<file path="config.mk">
export PLATFORM = sky130hd
export DESIGN_NAME = ms_cell
export DESIGN_NICKNAME = d
export VERILOG_FILES = /design/src/rtl/core/ms_pkg.sv /design/src/rtl/core/ms_cell.sv
export SDC_FILE = /design/constraint.sdc
export NUM_CORES = 1
export LEC_CHECK = 0
export BUFFER_PORTS_ARGS = -buffer_cell sky130_fd_sc_hd__buf_2
export CAP_MARGIN = 20
export CORE_ASPECT_RATIO = 0.8
export CORE_MARGIN = 3
export CORE_UTILIZATION = 49
export DETAILED_ROUTE_END_ITERATION = 10
export PLACE_DENSITY = 0.84
export SYNTH_ARGS = -nofsm -noshare
export SYNTH_HDL_FRONTEND = slang
export SYNTH_SLANG_ARGS = --single-unit
</file>
<file path="constraint.sdc">
create_clock -name clk_i -period 6.9 [get_ports clk_i]
set_clock_uncertainty 0.05 [all_clocks]
set_input_delay 1.38 -clock clk_i [delete_from_list [all_inputs] [get_ports clk_i]]
set_output_delay 1.38 -clock clk_i [all_outputs]
set_load 0.03 [all_outputs]
</file>
<file path="src/rtl/core/ms_pkg.sv">
`timescale 1ns / 1ps

package ms_pkg;

  // Number of values held per set, and the sizes that follow from it
  localparam int Capacity = 64;
  localparam int DataW    = 32;
  localparam int CntW     = $clog2(Capacity + 1);

  // Per-cycle command broadcast to every cell of the chain
  typedef struct packed {
    logic insert;  // place the broadcast value into sorted position
    logic shift;   // move every held value one cell toward the head
  } cell_ctrl_t;

endpackage

</file>
<file path="src/rtl/core/ms_cell.sv">
`timescale 1ns / 1ps

module ms_cell import ms_pkg::*; (
  input  logic                    clk_i,
  input  logic                    rst_ni,
  input  cell_ctrl_t              ctrl_i,
  input  logic signed [DataW-1:0] new_val_i,
  // neighbor toward the head (smaller values)
  input  logic signed [DataW-1:0] prev_val_i,
  input  logic                    prev_valid_i,
  input  logic                    prev_lt_i,
  // neighbor toward the tail (larger values)
  input  logic signed [DataW-1:0] next_val_i,
  input  logic                    next_valid_i,
  output logic signed [DataW-1:0] val_o,
  output logic                    valid_o,
  output logic                    lt_o
);

  logic signed [DataW-1:0] val_q, val_d;
  logic                    valid_q, valid_d;
  logic                    lt;
  logic                    take_new;

  // new value sorts before this cell's value (strict, so equal values keep arrival order)
  assign lt       = valid_q && (new_val_i < val_q);
  // first larger cell, or the first empty cell behind a filled one,
  // with no larger cell ahead of it
  assign take_new = !prev_lt_i && (lt || (!valid_q && prev_valid_i));

  always_comb begin
    val_d   = val_q;
    valid_d = valid_q;
    if (ctrl_i.insert) begin
      if (take_new) begin
        val_d   = new_val_i;
        valid_d = 1'b1;
      end else if (prev_lt_i) begin
        // make room: take the neighbor's value
        val_d   = prev_val_i;
        valid_d = prev_valid_i;
      end
    end else if (ctrl_i.shift) begin
      val_d   = next_val_i;
      valid_d = next_valid_i;
    end
  end

  always_ff @(posedge clk_i or negedge rst_ni) begin
    if (!rst_ni) begin
      valid_q <= 1'b0;
    end else begin
      valid_q <= valid_d;
    end
  end

  always_ff @(posedge clk_i) begin
    val_q <= val_d;
  end

  assign val_o   = val_q;
  assign valid_o = valid_q;
  assign lt_o    = lt;

endmodule
</file>
# After elaboration in Yosys (flattened, before gate mapping)
# Cells that the tools add are included.
# totals
ff_bits	33
inputBits	103
elab_cells	20
output_inout_bits	34
# op_classes
eq_ne	1
n_reduce_logical	8
n_mux	8
n_lt_le_gt_ge	1
# op_table
cell	n
32-bit 2-to-1 mux	4
32-bit less-than comparator	1
1-bit 2-to-1 mux	4
1-bit logical AND	3
3-bit by 1-bit inequality test with 1-bit output, second input constant	1
1-bit zero test	2
2-bit AND reduction	1
2-bit nonzero test	1
1-bit logical OR	1

# Depth between registers and ports, before layout
# Gate-level depths: netlist of the first run.
# logic_depth
word_depth	6
ltp_mapped	10
mapped_depth_nobuf	9

# Least setup slack after synthesis of the first run
# Ideal clock, no wire load.
# synth_path
kind	in2out
from	input port new_val_i[31]
to	output port lt_o
path_stages	7
arrival_ns	3.461
path_slack_ns	2.009
path_cell_list	ha_1 > nand4_1 > nor4_1 > nand3_1 > o22ai_1 > nor3_1 > nor3_1
# synth_via
elab_chain_len	2
# synth_lines
element	line_no	text
start, declared	ms_cell.sv:7	input logic signed [DataW-1:0] new_val_i,
32-bit less-than comparator	ms_cell.sv:26	assign lt = valid_q && (new_val_i < val_q);
1-bit logical AND	ms_cell.sv:26	
end, declared	ms_cell.sv:17	output logic lt_o
# Every way passes these cells.

# Worst setup path in the final report of the first run
# Ends and elaborated chain as after synthesis.

==> reports/metrics.yaml, run 1 <==
status: "finished clean"
vias: 2449
grt_pass1_vias: 2304
p_total_uw: 657
rsz0062_at_grt: "no"
antenna_left: 0
clock_sinks: 33
cts_tree: "built"
finalHoldViolations: 0
ys_types: 27
slew_viol_final: 0
endpoint_kind: "output pin"
grt_pass1_wl_mm: 10.2
grt_max_degree: 70
first_pass_iters: 4
portBuffers: 136
num_rows: 22
irDropWorstVdd_uv: 134
die_y_um: 70.6
cp-start-kind: "input port"
clk_latency_ns: 0.28
hpwl_mm: 5.29
clock_path_buffers: 2
synth-seq-cells: 33
crit_type: "in -> out"
yosysSeqAreaShare: 0.386
synth_warnings: 0
avgSynthCellArea_um2: 9.39
ios: 137
fin_setup_tns_ns: 0
route.detailed.drc: 0
setup_viol: 0
wl_per_cell_um: 13.8
antenna_cells: 0
period_minus_slack_ns: 5.06
clkTransAtPathRegs_ns: 0.06
routabilityCongestion: 0.821
die_w_um: 86.7
relSlewSlack: 0.528
drt-initial-drc-count: 108
syn-instance-count: 272
min_period_over_period: 0.734
maxCapViolCount: 0
r2r_setup_slack_ns: 3.38
powerDensity_mw_per_mm2: 197
drt_wl_total_mm: 6.48
gr-total-overflow: 0
hold_class: "reg -> reg"
cts_buffers: 5
max_freq_mhz: 197
cts_root_buf: "clkbuf_8"
antenna_found_initial: 0
h-tree-depth: 2
worst_ep_required_time_ns: 5.47
worstPathArrival_ns: 3.63
cts_resized: 0
die-area_mm2: 0.00612
cts_setup_buffers: 0
layout-drive-gt1-share: 0.355
area_delta_synth_final_pct: 30.7
fin_nets: 541
power.leakage_uw: 0.00168
worstMarginPinSlew_ns: 0.707
synth.net_count: 406
via_per_inst: 5.23
start_util: 0.533
core_mm2: 0.00479
synth_area_mm2: 0.00255
cp_max_fo: 6
ctsHoldBuffers: 0
grtUsageTotal: 0.210
final cells by class:
cell class | instances | area (µm²)
clock buffer | 8 | 80.1
fill | 413 | 1450
inverter | 34 | 128
multi-input combinational | 194 | 1370
sequential | 33 | 986
tap | 60 | 75.1
timing repair buffer | 139 | 703
logic make-up after synthesis:
logic type	count (synthesis)	share of synthesized area
and+or+nand+nor	68	0.113
buffers and inverters	45	0.0794
adders and majority gates	31	0.152
muxes	32	0.125
AOI/OAI and AO/OA	63	0.145
DFF	33	0.386
report_power, final:
group          switching [µW]  internal (µW)  total [µW]
logic                     155           99.5         255
clock network            67.8           71.7         139
registers                11.1            251         262
total                     234            423         657
path summary, 6_finish.rpt:
path / from / endpoint / cells past startpoint
min in group asynchronous: rst_ni / valid_o / 1
setup reg to reg: val_o[31] / val_o[4] / 10
hold / removal: valid_o / valid_o / 2
max in group asynchronous: rst_ni / valid_o / 1
hold reg to reg: valid_o / valid_o / 2
setup / recovery: new_val_i[31] / lt_o / 9
sequential cells by signal, indices dropped and copies added (netlist names):
| name | flops |
|---|---|
| val_o | 32 |
| valid_o | 1 |
stage by stage:
stage                     hold WS [ns]  instance area (µm²)  setup slack [ns]  instances   util
final                            0.590                 3340              1.84        468  0.697
after detailed placement         0.578                 3260              1.84        460  0.680
after CTS                        0.591                 3340              1.82        468  0.697
after global placement           0.548                 3260              2.06        460  0.680
after global routing             0.670                 3340              1.60        468  0.697
after floorplan                  0.688                 2550              2.01        272      -
Yosys cell counts:
| library cell | count | area (µm²) |
|---|---|---|
| nor2b_1 | 1 | 6.26 |
| nor4_1 | 1 | 6.26 |
| nand2_1 | 16 | 60.1 |
| clkbuf_1 | 8 | 30.0 |
| o221ai_4 | 1 | 26.3 |
| a311oi_1 | 1 | 8.76 |
| a21oi_1 | 45 | 225 |
| o21a_1 | 1 | 7.51 |
| a221oi_1 | 1 | 8.76 |
| ha_1 | 31 | 388 |
| nand4_1 | 4 | 25.0 |
| edfxtp_1 | 32 | 961 |
| dfrtp_1 | 1 | 25.0 |
| a22oi_1 | 1 | 7.51 |
| nand2b_1 | 2 | 12.5 |
| inv_1 | 34 | 128 |
| a2111o_1 | 2 | 22.5 |
| nand3_1 | 3 | 15.0 |
| nor2_1 | 37 | 139 |
| nor3_1 | 3 | 15.0 |
| buf_8 | 3 | 45.0 |
| o211ai_1 | 1 | 7.51 |
| o22a_1 | 1 | 8.76 |
| o22ai_1 | 1 | 6.26 |
| and4_1 | 1 | 8.76 |
| mux2i_1 | 32 | 320 |
| o21ai_0 | 8 | 40.0 |
placed cells by master (no fill, tap or decap):
| cell | synthesis | layout |
|---|---|---|
| a21oi_1 | 45 | 45 |
| a22oi_1 | 1 | 1 |
| nand4_1 | 4 | 4 |
| nor2b_1 | 1 | 1 |
| o22a_1 | 1 | 1 |
| a311oi_1 | 1 | 1 |
| clkbuf_8 | 0 | 5 |
| nor2_1 | 37 | 37 |
| o21ai_0 | 8 | 8 |
| nor3_1 | 3 | 3 |
| dfrtp_1 | 1 | 1 |
| o211ai_1 | 1 | 1 |
| mux2i_1 | 32 | 32 |
| o21a_1 | 1 | 1 |
| buf_2 | 0 | 136 |
| nor4_1 | 1 | 1 |
| clkbuf_1 | 8 | 3 |
| nand2b_1 | 2 | 2 |
| o221ai_4 | 1 | 1 |
| buf_4 | 0 | 3 |
| nand2_1 | 16 | 16 |
| and4_1 | 1 | 1 |
| a221oi_1 | 1 | 1 |
| o22ai_1 | 1 | 1 |
| a2111o_1 | 2 | 2 |
| edfxtp_1 | 32 | 32 |
| inv_1 | 34 | 34 |
| nand3_1 | 3 | 3 |
| ha_1 | 31 | 31 |
critical path: stages:
cell and delay (ns):
buf_2 0.11, ha_1 0.38, nand4_1 0.20, nor4_1 0.48, nand3_1 0.12, o22ai_1 0.36, nor3_1 0.09, nor3_1 0.24
buf_2 0.25
layer usage:
layer,share of wire,vias up,wire [µm],global-route usage
li1,-,1241,-,-
met4,0.0085,0,55,0.0519
met5,0,-,0,0
met2,0.50,86,3260,0.357
met1,0.42,1114,2690,0.262
met3,0.073,8,471,0.0617
(Power assumes the default switching activity.)
==> inputs of run 2 (changes only) <==
- CORE_UTILIZATION: 49 -> 46
- PLACE_DENSITY: 0.84 -> 0.8
- clock period: 6.9 -> 4.9 ns (I/O delays scaled with it)
==> run 2 against run 1 <==
Net effect: core utilization is 5.1 points lower; combinational power is 42% higher; sequential power is 41% higher; critical path depth stayed put; non-clock buffer count is 1 lower; design area is 0.26% higher; cell count is 0.21% higher; worst hold slack worse by 0.18 ns; global-route usage is 1.3 points lower.
==> reports/metrics.yaml, run 2 (same netlist as run 1, synthesis figures left out) <==
antenna_cells: 0  # unchanged
rsz0062_at_grt: "no"  # unchanged
final_common_cell: "buf_2"  # unchanged
period_minus_slack_ns: 4.23
start_util: 0.493  # was 0.533
routabilityCongestion: 0.711  # was 0.821
clock_sinks: 33  # unchanged
worst_ep_required_time_ns: 3.87  # was 5.47 ns
grtUsageTotal: 0.196  # was 0.210
die-area_mm2: 0.00649  # was 0.00612 mm²
antenna_left: 0  # unchanged
portBuffers: 136  # unchanged
cp_max_fo: 6  # unchanged
p_sw_uw: 332  # was 234 µW
worstMarginPinSlew_ns: 0.780  # was 0.707 ns
ctsHoldBuffers: 0  # unchanged
clock_path_buffers: 2  # unchanged
antenna_found_initial: 0  # unchanged
crit_type: "in -> out"  # unchanged
finalHoldViolations: 0  # unchanged
area_delta_synth_final_pct: 31.0  # was 30.7%
clock_power_share: 0.211  # was 0.212
instances_no_fill: 469  # was 468
setup_viol: 0  # unchanged
crit_path_start: "new_val_i[31]"  # unchanged
dp.cells: 461  # was 460
cts_setup_buffers: 0  # unchanged
clk_latency_ns: 0.28  # about the same
pwr-share-seq: 0.398  # was 0.400
endpoint_kind: "output pin"  # unchanged
cts_resized: 0  # unchanged
drt-initial-drc-count: 75  # was 108
switching_share: 0.357  # was 0.356
cp-start-kind: "input port"  # unchanged
layout-drive-gt1-share: 0.356  # was 0.355
gr-total-overflow: 0  # unchanged
num_rows: 23  # was 22
grt_max_degree: 48  # was 70
fin_setup_tns_ns: 0  # unchanged
relSlewSlack: 0.480  # was 0.528
via_per_inst: 5.16  # was 5.23
maxCapViolCount: 0  # unchanged
n_fill_cell: 469  # was 413
grt_pass1_wl_mm: 9.96  # was 10.2 mm
powerDensity_mw_per_mm2: 278  # was 197 mW/mm²
final_cell_mix: "buf_2, a21oi_1, nor2_1"  # unchanged
wl_per_cell_um: 14.0  # was 13.8 µm
hold_class: "in -> async"  # was reg -> reg
status: "finished clean"  # unchanged
core_mm2: 0.00518  # was 0.00479 mm²
drt_wl_total_mm: 6.58  # was 6.48 mm
worstPathArrival_ns: 3.20  # was 3.63 ns
h-tree-depth: 2  # unchanged
vias: 2418  # was 2,449
ios: 137  # unchanged
largest_reg_flops: 32  # unchanged
min_period_over_period: 0.864
fin_nets: 540  # was 541
cts_root_buf: "clkbuf_8"  # unchanged
cts_buffers: 5  # unchanged
combPwrFrac: 0.391  # was 0.388
clkTransAtPathRegs_ns: 0.07  # was 0.06 ns
cts_tree: "built"  # unchanged
slew_viol_final: 0  # unchanged
die_y_um: 72.6  # was 70.6 µm
hpwl_mm: 5.32  # was 5.29 mm
reg2reg_from: "val_o[31]"  # unchanged
p_int_uw: 598  # was 423 µW
die_w_um: 89.3  # was 86.7 µm
first_pass_iters: 4  # unchanged
max_freq_mhz: 236
irDropWorstVdd_uv: 158  # was 134 µV
grt_pass1_vias: 2277  # was 2,304
route.detailed.drc: 0  # unchanged
power.leakage_uw: 0.00168  # about the same
-- run 2: changes by cell type in the layout (fill, tap and decap cells not counted), sizes merged --
| cell | change |
|---|---|
| buf | -1 |
-- run 2: layer usage --
layer,up-vias,global-route usage,part of all wire
met5,-,0,0
li1,1240,-,-
met4,0,0.0430,0.0088
met1,1082,0.238,0.43
met2,89,0.349,0.49
met3,7,0.0508,0.076
-- run 2: critical path, stage by stage --
cell and delay, ns:
buf_2 0.11, ha_1 0.38, nand4_1 0.20, nor4_1 0.45, nand3_1 0.14, o22ai_1 0.35
nor3_1 0.08, nor3_1 0.25, buf_2 0.26
-- run 2: worst paths after layout --
check / endpoint / slack (ns) / depth (start not counted)
max: lt_o / 0.67 / 9
min: valid_o / 0.41 / 1
max reg2reg: val_o[17] / 1.51 / 9
min reg2reg: valid_o / 0.57 / 2
max in group asynchronous: valid_o / 4.31 / 1
min in group clk_i: valid_o / 0.57 / 2
-- run 2: power by group through the flow --
stage	combinational, µW	sequential, µW	clock (µW)
4_1_cts	367	370	202
2_1_floorplan	182	443	0
3_3_place_gp	353	375	0
6_report	363	370	196
3_5_place_dp	365	376	0
5_1_grt	402	374	217
-- run 2: layout make-up --
type                    instances  area, µm²  share of cell area
multi-input cells             194       1370               0.408
flip-flops and latches         33        986               0.295
repair buffers                138        708               0.212
inverters                      34        128              0.0381
clock buffers                   8       80.1              0.0239
well taps                      62       77.6              0.0232
-- run 2: per-stage QoR --
stage	hold slack (ns)	power (µW)	setup slack [ns]	area [µm²]	util
3_3_place_gp	0.562	729	0.850	3270	0.630
6_report	0.412	930	0.666	3350	0.646
3_5_place_dp	0.553	741	0.673	3270	0.630
5_1_grt	0.398	993	0.343	3350	0.646
4_1_cts	0.405	939	0.653	3350	0.646
2_1_floorplan	0.634	625	0.447	2550	-
